**src/tmsa_pkg.sv**
```systemverilog
// Shared types and constants for the trimmed mean sample averager.
// No dependencies; used by every module of the block.
package tmsa_pkg;

  localparam int SAMPLE_BITS = 24;
  localparam int COUNT_BITS  = 8;
  localparam int SUM_BITS    = 32;
  localparam int TRIM_BITS   = SUM_BITS + 2;
  localparam int STEP_BITS   = $clog2(TRIM_BITS);
  localparam int IN_BYTES    = (SAMPLE_BITS + 7) / 8;
  localparam int OUT_BYTES   = (2 * SAMPLE_BITS + 7) / 8;
  localparam int QUEUE_DEPTH = 2;
  localparam int QPTR_BITS   = $clog2(QUEUE_DEPTH);

  localparam logic [COUNT_BITS-1:0] MIN_COUNT = COUNT_BITS'(3);
  localparam logic [COUNT_BITS-1:0] TRIM      = COUNT_BITS'(2);

  localparam logic [SAMPLE_BITS-1:0] SAMPLE_MIN = {1'b1, {(SAMPLE_BITS-1){1'b0}}};
  localparam logic [SAMPLE_BITS-1:0] SAMPLE_MAX = {1'b0, {(SAMPLE_BITS-1){1'b1}}};

  typedef struct packed {
    logic signed [SUM_BITS-1:0]    sum;
    logic signed [SAMPLE_BITS-1:0] hi;
    logic signed [SAMPLE_BITS-1:0] lo;
    logic [COUNT_BITS-1:0]         taken;
  } blk_t;

  typedef enum logic [1:0] {
    BK_IDLE,
    BK_ABS,
    BK_DIV,
    BK_FIN
  } back_state_t;

  typedef struct packed {
    logic pop;
    logic absolute;
    logic step;
    logic finish;
  } back_ctrl_t;

endpackage

```
**src/tmsa_front.sv**
```systemverilog
// Front part: sample accumulation, max/min tracking, block count, count register.
// Depends on tmsa_pkg; pushes finished blocks into tmsa_queue.
module tmsa_front (
  input  logic                                 clk,
  input  logic                                 rst_n,
  input  logic                                 cfg_we,
  input  logic [tmsa_pkg::COUNT_BITS-1:0]      cfg_wdata,
  input  logic                                 in_tvalid,
  output logic                                 in_tready,
  input  logic signed [tmsa_pkg::SAMPLE_BITS-1:0] sample,
  input  logic                                 full,
  output logic                                 push,
  output tmsa_pkg::blk_t                       push_data
);

  logic [tmsa_pkg::COUNT_BITS-1:0]         count_r;
  logic signed [tmsa_pkg::SUM_BITS-1:0]    sum_r;
  logic signed [tmsa_pkg::SAMPLE_BITS-1:0] hi_r;
  logic signed [tmsa_pkg::SAMPLE_BITS-1:0] lo_r;
  logic [tmsa_pkg::COUNT_BITS-1:0]         taken_r;

  logic signed [tmsa_pkg::SUM_BITS-1:0]    sum_nxt;
  logic signed [tmsa_pkg::SAMPLE_BITS-1:0] hi_nxt;
  logic signed [tmsa_pkg::SAMPLE_BITS-1:0] lo_nxt;
  logic [tmsa_pkg::COUNT_BITS-1:0]         taken_nxt;
  logic                                    accept;
  logic                                    done;

  assign in_tready = !full;
  assign accept    = in_tvalid && in_tready;

  assign sum_nxt   = sum_r + {{(tmsa_pkg::SUM_BITS-tmsa_pkg::SAMPLE_BITS){sample[
                       tmsa_pkg::SAMPLE_BITS-1]}}, sample};
  assign hi_nxt    = (sample > hi_r) ? sample : hi_r;
  assign lo_nxt    = (sample < lo_r) ? sample : lo_r;
  assign taken_nxt = taken_r + tmsa_pkg::COUNT_BITS'(1);
  assign done      = (taken_nxt >= count_r);

  assign push            = accept && done;
  assign push_data.sum   = sum_nxt;
  assign push_data.hi    = hi_nxt;
  assign push_data.lo    = lo_nxt;
  assign push_data.taken = taken_nxt;

  always_ff @(posedge clk) begin
    if (!rst_n) begin
      count_r <= tmsa_pkg::MIN_COUNT;
    end else if (cfg_we) begin
      count_r <= (cfg_wdata < tmsa_pkg::MIN_COUNT) ? tmsa_pkg::MIN_COUNT : cfg_wdata;
    end
  end

  always_ff @(posedge clk) begin
    if (!rst_n) begin
      sum_r   <= '0;
      hi_r    <= tmsa_pkg::SAMPLE_MIN;
      lo_r    <= tmsa_pkg::SAMPLE_MAX;
      taken_r <= '0;
    end else if (accept) begin
      if (done) begin
        sum_r   <= '0;
        hi_r    <= tmsa_pkg::SAMPLE_MIN;
        lo_r    <= tmsa_pkg::SAMPLE_MAX;
        taken_r <= '0;
      end else begin
        sum_r   <= sum_nxt;
        hi_r    <= hi_nxt;
        lo_r    <= lo_nxt;
        taken_r <= taken_nxt;
      end
    end
  end

endmodule

```
**src/tmsa_queue.sv**
```systemverilog
// Two-entry queue of finished blocks between the front and the back part.
// Depends on tmsa_pkg for the entry type.
module tmsa_queue (
  input  logic           clk,
  input  logic           rst_n,
  input  logic           push,
  input  tmsa_pkg::blk_t push_data,
  output logic           full,
  input  logic           pop,
  output logic           q_valid,
  output tmsa_pkg::blk_t q_data
);

  tmsa_pkg::blk_t                   mem [tmsa_pkg::QUEUE_DEPTH];
  logic [tmsa_pkg::QPTR_BITS-1:0]   wr_ptr_r;
  logic [tmsa_pkg::QPTR_BITS-1:0]   rd_ptr_r;
  logic [tmsa_pkg::QPTR_BITS:0]     fill_r;

  assign full    = (fill_r == (tmsa_pkg::QPTR_BITS+1)'(tmsa_pkg::QUEUE_DEPTH));
  assign q_valid = (fill_r != '0);
  assign q_data  = mem[rd_ptr_r];

  always_ff @(posedge clk) begin
    if (push) begin
      mem[wr_ptr_r] <= push_data;
    end
  end

  always_ff @(posedge clk) begin
    if (!rst_n) begin
      wr_ptr_r <= '0;
      rd_ptr_r <= '0;
      fill_r   <= '0;
    end else begin
      if (push) begin
        wr_ptr_r <= wr_ptr_r + tmsa_pkg::QPTR_BITS'(1);
      end
      if (pop) begin
        rd_ptr_r <= rd_ptr_r + tmsa_pkg::QPTR_BITS'(1);
      end
      if (push && !pop) begin
        fill_r <= fill_r + (tmsa_pkg::QPTR_BITS+1)'(1);
      end else if (pop && !push) begin
        fill_r <= fill_r - (tmsa_pkg::QPTR_BITS+1)'(1);
      end
    end
  end

endmodule

```
**src/tmsa_back.sv**
```systemverilog
// Back part: trim, signed divide one quotient bit per cycle, output register.
// Depends on tmsa_pkg; pops blocks from tmsa_queue.
module tmsa_back (
  input  logic                                clk,
  input  logic                                rst_n,
  input  logic                                q_valid,
  input  tmsa_pkg::blk_t                      q_data,
  output logic                                pop,
  output logic                                out_tvalid,
  input  logic                                out_tready,
  output logic [tmsa_pkg::SAMPLE_BITS-1:0]    average,
  output logic [tmsa_pkg::SAMPLE_BITS-1:0]    spread
);

  localparam int XB = tmsa_pkg::TRIM_BITS - tmsa_pkg::SAMPLE_BITS;
  localparam int XS = tmsa_pkg::TRIM_BITS - tmsa_pkg::SUM_BITS;

  tmsa_pkg::back_state_t state_r, state_nxt;
  tmsa_pkg::back_ctrl_t  ctrl;

  logic [tmsa_pkg::TRIM_BITS-1:0]   quo_r;
  logic [tmsa_pkg::COUNT_BITS-1:0]  rem_r;
  logic [tmsa_pkg::COUNT_BITS-1:0]  div_r;
  logic [tmsa_pkg::SAMPLE_BITS-1:0] spread_r;
  logic                             neg_r;
  logic [tmsa_pkg::STEP_BITS-1:0]   step_r;
  logic                             out_valid_r;
  logic [tmsa_pkg::SAMPLE_BITS-1:0] avg_out_r;
  logic [tmsa_pkg::SAMPLE_BITS-1:0] spread_out_r;

  logic [tmsa_pkg::TRIM_BITS-1:0]   trimmed;
  logic [tmsa_pkg::COUNT_BITS:0]    rem_sh;
  logic [tmsa_pkg::COUNT_BITS:0]    diff;
  logic                             qbit;
  logic [tmsa_pkg::TRIM_BITS-1:0]   quotient;
  logic                             out_free;

  assign trimmed = {{XS{q_data.sum[tmsa_pkg::SUM_BITS-1]}}, q_data.sum}
                 - {{XB{q_data.hi[tmsa_pkg::SAMPLE_BITS-1]}}, q_data.hi}
                 - {{XB{q_data.lo[tmsa_pkg::SAMPLE_BITS-1]}}, q_data.lo};

  assign rem_sh   = {rem_r, quo_r[tmsa_pkg::TRIM_BITS-1]};
  assign diff     = rem_sh - {1'b0, div_r};
  assign qbit     = !diff[tmsa_pkg::COUNT_BITS];
  assign quotient = neg_r ? (~quo_r + tmsa_pkg::TRIM_BITS'(1)) : quo_r;
  assign out_free = !out_valid_r || out_tready;

  assign pop        = ctrl.pop;
  assign out_tvalid = out_valid_r;
  assign average    = avg_out_r;
  assign spread     = spread_out_r;

  always_comb begin
    state_nxt = state_r;
    unique case (state_r)
      tmsa_pkg::BK_IDLE: if (q_valid) state_nxt = tmsa_pkg::BK_ABS;
      tmsa_pkg::BK_ABS:  state_nxt = tmsa_pkg::BK_DIV;
      tmsa_pkg::BK_DIV:  if (step_r == '0) state_nxt = tmsa_pkg::BK_FIN;
      tmsa_pkg::BK_FIN:  if (out_free) state_nxt = tmsa_pkg::BK_IDLE;
      default:           state_nxt = tmsa_pkg::BK_IDLE;
    endcase
  end

  always_comb begin
    ctrl = '0;
    unique case (state_r)
      tmsa_pkg::BK_IDLE: ctrl.pop      = q_valid;
      tmsa_pkg::BK_ABS:  ctrl.absolute = 1'b1;
      tmsa_pkg::BK_DIV:  ctrl.step     = 1'b1;
      tmsa_pkg::BK_FIN:  ctrl.finish   = out_free;
      default:           ctrl = '0;
    endcase
  end

  always_ff @(posedge clk) begin
    if (!rst_n) begin
      state_r <= tmsa_pkg::BK_IDLE;
    end else begin
      state_r <= state_nxt;
    end
  end

  always_ff @(posedge clk) begin
    if (ctrl.pop) begin
      quo_r    <= trimmed;
      neg_r    <= trimmed[tmsa_pkg::TRIM_BITS-1];
      div_r    <= q_data.taken - tmsa_pkg::TRIM;
      spread_r <= q_data.hi - q_data.lo;
    end
    if (ctrl.absolute) begin
      if (neg_r) begin
        quo_r <= ~quo_r + tmsa_pkg::TRIM_BITS'(1);
      end
      rem_r  <= '0;
      step_r <= tmsa_pkg::STEP_BITS'(tmsa_pkg::TRIM_BITS - 1);
    end
    if (ctrl.step) begin
      quo_r  <= {quo_r[tmsa_pkg::TRIM_BITS-2:0], qbit};
      rem_r  <= qbit ? diff[tmsa_pkg::COUNT_BITS-1:0] : rem_sh[tmsa_pkg::COUNT_BITS-1:0];
      step_r <= step_r - tmsa_pkg::STEP_BITS'(1);
    end
    if (ctrl.finish) begin
      avg_out_r    <= quotient[tmsa_pkg::SAMPLE_BITS-1:0];
      spread_out_r <= spread_r;
    end
  end

  always_ff @(posedge clk) begin
    if (!rst_n) begin
      out_valid_r <= 1'b0;
    end else if (ctrl.finish) begin
      out_valid_r <= 1'b1;
    end else if (out_tready) begin
      out_valid_r <= 1'b0;
    end
  end

endmodule

```
**src/trimmed_mean_sample_averager_top.sv**
```systemverilog
// Trimmed mean sample averager: drops one max and one min per block, divides by its samples - 2.
// Takes one item per cycle; the queue stalls input only when two blocks wait on the divider.
// A block's result passes the queue, the pop with trim, the absolute step, the 34-step
// divider and the output register; a new block is popped only once that result is loaded.
// Synchronous active-low reset: count 3, empty block, empty queue, no result pending.
// Depends on tmsa_pkg, tmsa_front, tmsa_queue, tmsa_back.
module trimmed_mean_sample_averager_top (
  input  logic                              clk,
  input  logic                              rst_n,
  input  logic                              cfg_we,
  input  logic [tmsa_pkg::COUNT_BITS-1:0]   cfg_wdata,
  input  logic                              in_tvalid,
  output logic                              in_tready,
  input  logic [tmsa_pkg::IN_BYTES*8-1:0]   in_tdata,   // [23:0] sample
  output logic                              out_tvalid,
  input  logic                              out_tready,
  output logic [tmsa_pkg::OUT_BYTES*8-1:0]  out_tdata   // [23:0] average, [47:24] spread
);

  tmsa_pkg::blk_t                   push_data;
  tmsa_pkg::blk_t                   q_data;
  logic                             push;
  logic                             full;
  logic                             pop;
  logic                             q_valid;
  logic [tmsa_pkg::SAMPLE_BITS-1:0] average;
  logic [tmsa_pkg::SAMPLE_BITS-1:0] spread;

  tmsa_front u_front (
    .clk       (clk),
    .rst_n     (rst_n),
    .cfg_we    (cfg_we),
    .cfg_wdata (cfg_wdata),
    .in_tvalid (in_tvalid),
    .in_tready (in_tready),
    .sample    (in_tdata[tmsa_pkg::SAMPLE_BITS-1:0]),
    .full      (full),
    .push      (push),
    .push_data (push_data)
  );

  tmsa_queue u_queue (
    .clk       (clk),
    .rst_n     (rst_n),
    .push      (push),
    .push_data (push_data),
    .full      (full),
    .pop       (pop),
    .q_valid   (q_valid),
    .q_data    (q_data)
  );

  tmsa_back u_back (
    .clk        (clk),
    .rst_n      (rst_n),
    .q_valid    (q_valid),
    .q_data     (q_data),
    .pop        (pop),
    .out_tvalid (out_tvalid),
    .out_tready (out_tready),
    .average    (average),
    .spread     (spread)
  );

  assign out_tdata = {{(tmsa_pkg::OUT_BYTES*8 - 2*tmsa_pkg::SAMPLE_BITS){1'b0}},
                      spread, average};

endmodule

```
**config.mk**
```make
export PLATFORM = sky130hd
export DESIGN_NAME = trimmed_mean_sample_averager_top
export DESIGN_NICKNAME = d
export VERILOG_FILES = /design/src/tmsa_pkg.sv /design/src/tmsa_front.sv /design/src/tmsa_queue.sv /design/src/tmsa_back.sv /design/src/trimmed_mean_sample_averager_top.sv
export SDC_FILE = /design/constraint.sdc
export NUM_CORES = 1
export LEC_CHECK = 0
export ABC_AREA = 1
export BUFFER_PORTS_ARGS = -buffer_cell sky130_fd_sc_hd__clkbuf_2
export CAP_MARGIN = 40
export CORE_MARGIN = 2
export CORE_UTILIZATION = 50
export CTS_CLUSTER_SIZE = 28
export DETAILED_ROUTE_END_ITERATION = 10
export PLACE_DENSITY = 0.68
export SLEW_MARGIN = 20
export SYNTH_ARGS = -nofsm -noshare
export SYNTH_HDL_FRONTEND = slang
export SYNTH_SLANG_ARGS = --single-unit
export TNS_END_PERCENT = 10
```
**constraint.sdc**
```tcl
create_clock -name clk -period 6.9 [get_ports clk]
set_input_delay 1.725 -clock clk [delete_from_list [all_inputs] [get_ports clk]]
set_output_delay 1.725 -clock clk [all_outputs]
set_load 0.01 [all_outputs]
```
==> impl.org <==
** Outcome
- Status :: completed

** Floorplanning
- For this configuration, the core starts out at a cell density of 50.6%.
- The die covers 0.0538 mm².
- I/O pin cnt :: 87
- In this run the standard cell core region covers 0.0514 mm².
- DIE WIDTH :: 232 µm
- In this run the vertical extent of the chip is 232 µm.
- In this run the core area contains 83 standard-cell rows.

** Logic synthesis
- The number of different library cells used by synthesis comes to 56.
- The cell area that synthesis handed to floorplanning was 0.0260 mm².
- The synthesized design contains 272 enable-type register cells.
- Most used DFF post-synth :: sky130_fd_sc_hd__edfxtp_1
- Average cell area after synthesis :: 8.16 µm²
- Synthesis Warnings :: 0
- Synthesis produced a netlist with a net count of 3421.
- Portion of the post-synthesis area used by sequential elements :: 42.0%
- Cell count after synthesis :: 3187
- Counting flops with an async set or reset pin after synthesis yields a share of 0%.
- Number of synthesized register bits :: 409

** Critical path
- Depth of the worst register-to-register path :: 21
- STA classifies the critical path endpoint as a flop.
- Of all nets on the critical path, the largest fanout is 70.
- At the worst endpoint, the arrival time is 5.71 ns.
- The worst setup path is launched from a flop.
- Data required, critical path :: 7.36 ns
- Category of the most critical setup path :: flop to flop

** STA
- Final-report max-slew violation count :: 0
- Worst-case hold slack :: 0.421 ns
- Setup repair after global routing missed its margin :: false
- Counting I/O delays and the setup requirement, the final critical path takes 5.25 ns.
- Setup clock skew after layout :: 0.0181 ns
- At the pin with the least slew margin, the transition time is 0.860 ns.
- Hold Violations, Final :: 0
- Total Negative Setup Slacks :: 0 ns
- Derived from the worst setup path, the maximum achievable clock frequency is 0.191 GHz.
- Measured against its own limit, the worst slew margin works out to 42.1%.
- Setup violations remaining at the end of the flow were counted as 0.
- Of the available clock period, the critical path in the final layout requires 76.1%.

** Place
- Routability congestion estimate :: 0.989
- Post-DP HPWL :: 55300 µm
- Total of buffers placed on input and output ports :: 86
- The placed instances occupy a cell area of 0.0272 mm².
- Including well taps, the total number of placed cells is 3893.

** Finish
- Layout area overhead :: 10.6%
- The top cell types in the final layout, fill and taps aside, are sky130_fd_sc_hd__nand2_1, sky130_fd_sc_hd__inv_1, sky130_fd_sc_hd__a21oi_1.
- Final Non-Filler Cells :: 3975
- Layout Nets :: 3493
- The repair_antennas step left the layout with diodes totalling 0.
- With fillers left out, the area of the finished cells amounts to 0.0288 mm².
- Leaving out fill and tap cells, the most frequent cell in the layout is sky130_fd_sc_hd__nand2_1.
- The post-route netlist has 8.07% of its cells at a drive strength greater than 1.

** GRT
- The via count of the first global-routing pass came to 20900.
- Busiest layer in global routing :: met2
- The number of antenna violations at the first check in global routing is 0.
- Met2 layer usage reported by global route :: 42.2%
- For this run, global-route usage on met1 was measured as 37.0%.
- GRT overflow :: 0
- Global routing used 2.98% of the available met3 tracks.
- Aggregate global-route resource usage :: 26.5%
- The first global-routing pass estimated 112000 µm of wire.
- Entering global routing, the biggest net connects 71 pins.

** CTS
- Buffers added to address setup during post-CTS repair amount to 0.
- Number of hold buffers added after cts :: 0
- The later pin in the worst-skew pair is clocked with a latency of 0.58 ns.
- After clock tree synthesis, the clock-pin slew on the worst setup and hold paths is 0.06 ns.
- Buffers inserted during clock tree synthesis total 44.
- H-Tree Level Count :: 2
- The tree built by TritonCTS fans out to 409 sinks.
- The number of gates resized after CTS was 0.
- The longest clock path from root to sink contains 3 buffers.
- The cell sitting at the root of the clock tree is a sky130_fd_sc_hd__clkbuf_16.
- TritonCTS clock tree :: yes

** Flow run
- Across the run, the number of max-cap violations was 0.

** Hold path
- The tightest min-delay check is of the flop to flop type.
- Number of cells on the worst hold path :: 0

** Detailed routing
- Via count of the routed design :: 22000
- Routed wirelength normalized by instance count :: 18.0 µm
- Total length of routed wires :: 71600 µm
- Drt pass-1 iters :: 6
- After detailed routing, the number of remaining DRC violations is 0.
- Vias/cell :: 5.53
- Number of DRC markers in iteration 0 :: 2023
- In this run the remaining antenna-violating nets after routing total 0.
cell type report:
type	count	area, µm²
well taps	680	851
flip-flops and latches	409	10900
repair buffers	108	658
multi-input cells	2298	13200
inverters	398	1490
clock buffers	54	1210
fillers	4624	22700
clock inverters	28	379
Yosys cell counts, types with 3 or more instances:
| cell type | n | area [µm²] |
|---|---|---|
| sky130_fd_sc_hd__o21ai_1 | 31 | 155 |
| sky130_fd_sc_hd__o21a_1 | 7 | 52.6 |
| sky130_fd_sc_hd__ha_1 | 192 | 2400 |
| sky130_fd_sc_hd__nand3b_1 | 17 | 128 |
| sky130_fd_sc_hd__nand4_1 | 35 | 219 |
| sky130_fd_sc_hd__nor2_2 | 7 | 43.8 |
| sky130_fd_sc_hd__a41oi_1 | 3 | 26.3 |
| sky130_fd_sc_hd__a21oi_1 | 290 | 1450 |
| sky130_fd_sc_hd__a211oi_1 | 28 | 210 |
| sky130_fd_sc_hd__o21ai_0 | 193 | 966 |
| sky130_fd_sc_hd__inv_1 | 393 | 1480 |
| sky130_fd_sc_hd__buf_2 | 26 | 130 |
| sky130_fd_sc_hd__o2111ai_1 | 5 | 43.8 |
| sky130_fd_sc_hd__inv_2 | 3 | 11.3 |
| sky130_fd_sc_hd__edfxtp_1 | 272 | 8170 |
| sky130_fd_sc_hd__fa_1 | 5 | 100 |
| sky130_fd_sc_hd__o211ai_1 | 6 | 45.0 |
| sky130_fd_sc_hd__mux2_2 | 32 | 360 |
| sky130_fd_sc_hd__dfxtp_1 | 137 | 2740 |
| sky130_fd_sc_hd__xor2_1 | 84 | 736 |
| sky130_fd_sc_hd__nor2_1 | 272 | 1020 |
| sky130_fd_sc_hd__o21bai_1 | 15 | 113 |
| sky130_fd_sc_hd__a21o_1 | 15 | 113 |
| sky130_fd_sc_hd__xnor2_1 | 22 | 193 |
| sky130_fd_sc_hd__a21boi_0 | 4 | 30.0 |
| sky130_fd_sc_hd__buf_6 | 6 | 67.6 |
| sky130_fd_sc_hd__a31oi_1 | 11 | 68.8 |
| sky130_fd_sc_hd__and2_1 | 38 | 238 |
| sky130_fd_sc_hd__nor3_1 | 19 | 95.1 |
| sky130_fd_sc_hd__mux2i_1 | 31 | 310 |
| sky130_fd_sc_hd__nand3_1 | 185 | 926 |
| sky130_fd_sc_hd__a221oi_1 | 3 | 26.3 |
| sky130_fd_sc_hd__nand2_1 | 675 | 2530 |
| sky130_fd_sc_hd__buf_1 | 4 | 15.0 |
| sky130_fd_sc_hd__o21ai_2 | 14 | 123 |
| sky130_fd_sc_hd__a22oi_1 | 25 | 188 |
| sky130_fd_sc_hd__nand2_2 | 9 | 56.3 |
| sky130_fd_sc_hd__clkbuf_1 | 43 | 161 |
| sky130_fd_sc_hd__nor4_1 | 7 | 43.8 |
metrics by stage:
stage	util [%]	setup WS [ns]
detailed placement	52.8	1.72
finish	55.9	1.65
global route	55.9	1.21
global placement	52.7	1.83
floorplan	-	0.670
CTS	55.9	1.69
per-layer routing:
metal / wire, µm / part of all wire, %
met3: 4530 / 6.3
met5: 0 / 0
met2: 32000 / 45
met4: 2760 / 3.9
met1: 32300 / 45
state kept, by name, indices dropped and copies added (netlist names), named ones only:
name               flops
u_front.lo_r          24
u_back.state_r         2
u_back.spread_r       24
u_back.rem_r           8
u_queue.fill_r         2
u_back.quo_r          34
u_back.average        24
u_front.taken_r        8
u_front.sum_r         32
u_front.count_r        8
u_back.spread         24
u_queue.wr_ptr_r       1
u_back.div_r           8
u_back.out_tvalid      1
u_queue.rd_ptr_r       1
u_back.step_r          6
u_front.hi_r          24
u_back.neg_r           1
u_queue.mem          176
logic make-up after synthesis:
family                   after synthesis  synth area share, %
adder cells (fa/ha/maj)              197                 9.62
XOR/XNOR                             107                 3.63
flip-flops                           409                 42.0
multiplexers                          63                 2.58
buffers and inverters                480                 7.30
AND/OR/NAND/NOR                     1270                 20.6
AO/OA/AOI/OAI                        661                 14.3
critical path, cell delays in order (launching register included):
cell and delay [ns]:
sky130_fd_sc_hd__dfxtp_4 0.81, sky130_fd_sc_hd__o21ai_0 0.48, sky130_fd_sc_hd__ha_1 0.47, sky130_fd_sc_hd__a21oi_1 0.19, sky130_fd_sc_hd__o21ai_1 0.18, sky130_fd_sc_hd__a21boi_0 0.44, sky130_fd_sc_hd__inv_1 0.18, sky130_fd_sc_hd__a21oi_2 0.30
sky130_fd_sc_hd__nor2_1 0.07, sky130_fd_sc_hd__nor2_1 0.12, sky130_fd_sc_hd__xnor2_1 0.18, sky130_fd_sc_hd__ha_1 0.34, sky130_fd_sc_hd__a21oi_1 0.27, sky130_fd_sc_hd__o21ai_0 0.19, sky130_fd_sc_hd__a21oi_1 0.27, sky130_fd_sc_hd__nor2_1 0.10
sky130_fd_sc_hd__nor2_1 0.16, sky130_fd_sc_hd__nand3b_1 0.09, sky130_fd_sc_hd__nand3_1 0.12, sky130_fd_sc_hd__nand2_1 0.06, sky130_fd_sc_hd__nand2_1 0.06, sky130_fd_sc_hd__nand2_1 0.04
path summary, 6_finish.rpt:
kind | end | slack, ns | startpoint
setup / recovery | u_back.quo_r[27] | 1.65 | flop
hold / removal | u_back.spread[3] | 0.42 | u_back.spread_r[3]
setup reg to reg | u_back.quo_r[27] | 1.65 | flop
hold reg to reg | u_back.spread[3] | 0.42 | u_back.spread_r[3]
Power is left out: the tool's default activity adds up to more than one toggle a clock period on the data nets, which glitch-free logic cannot reach.
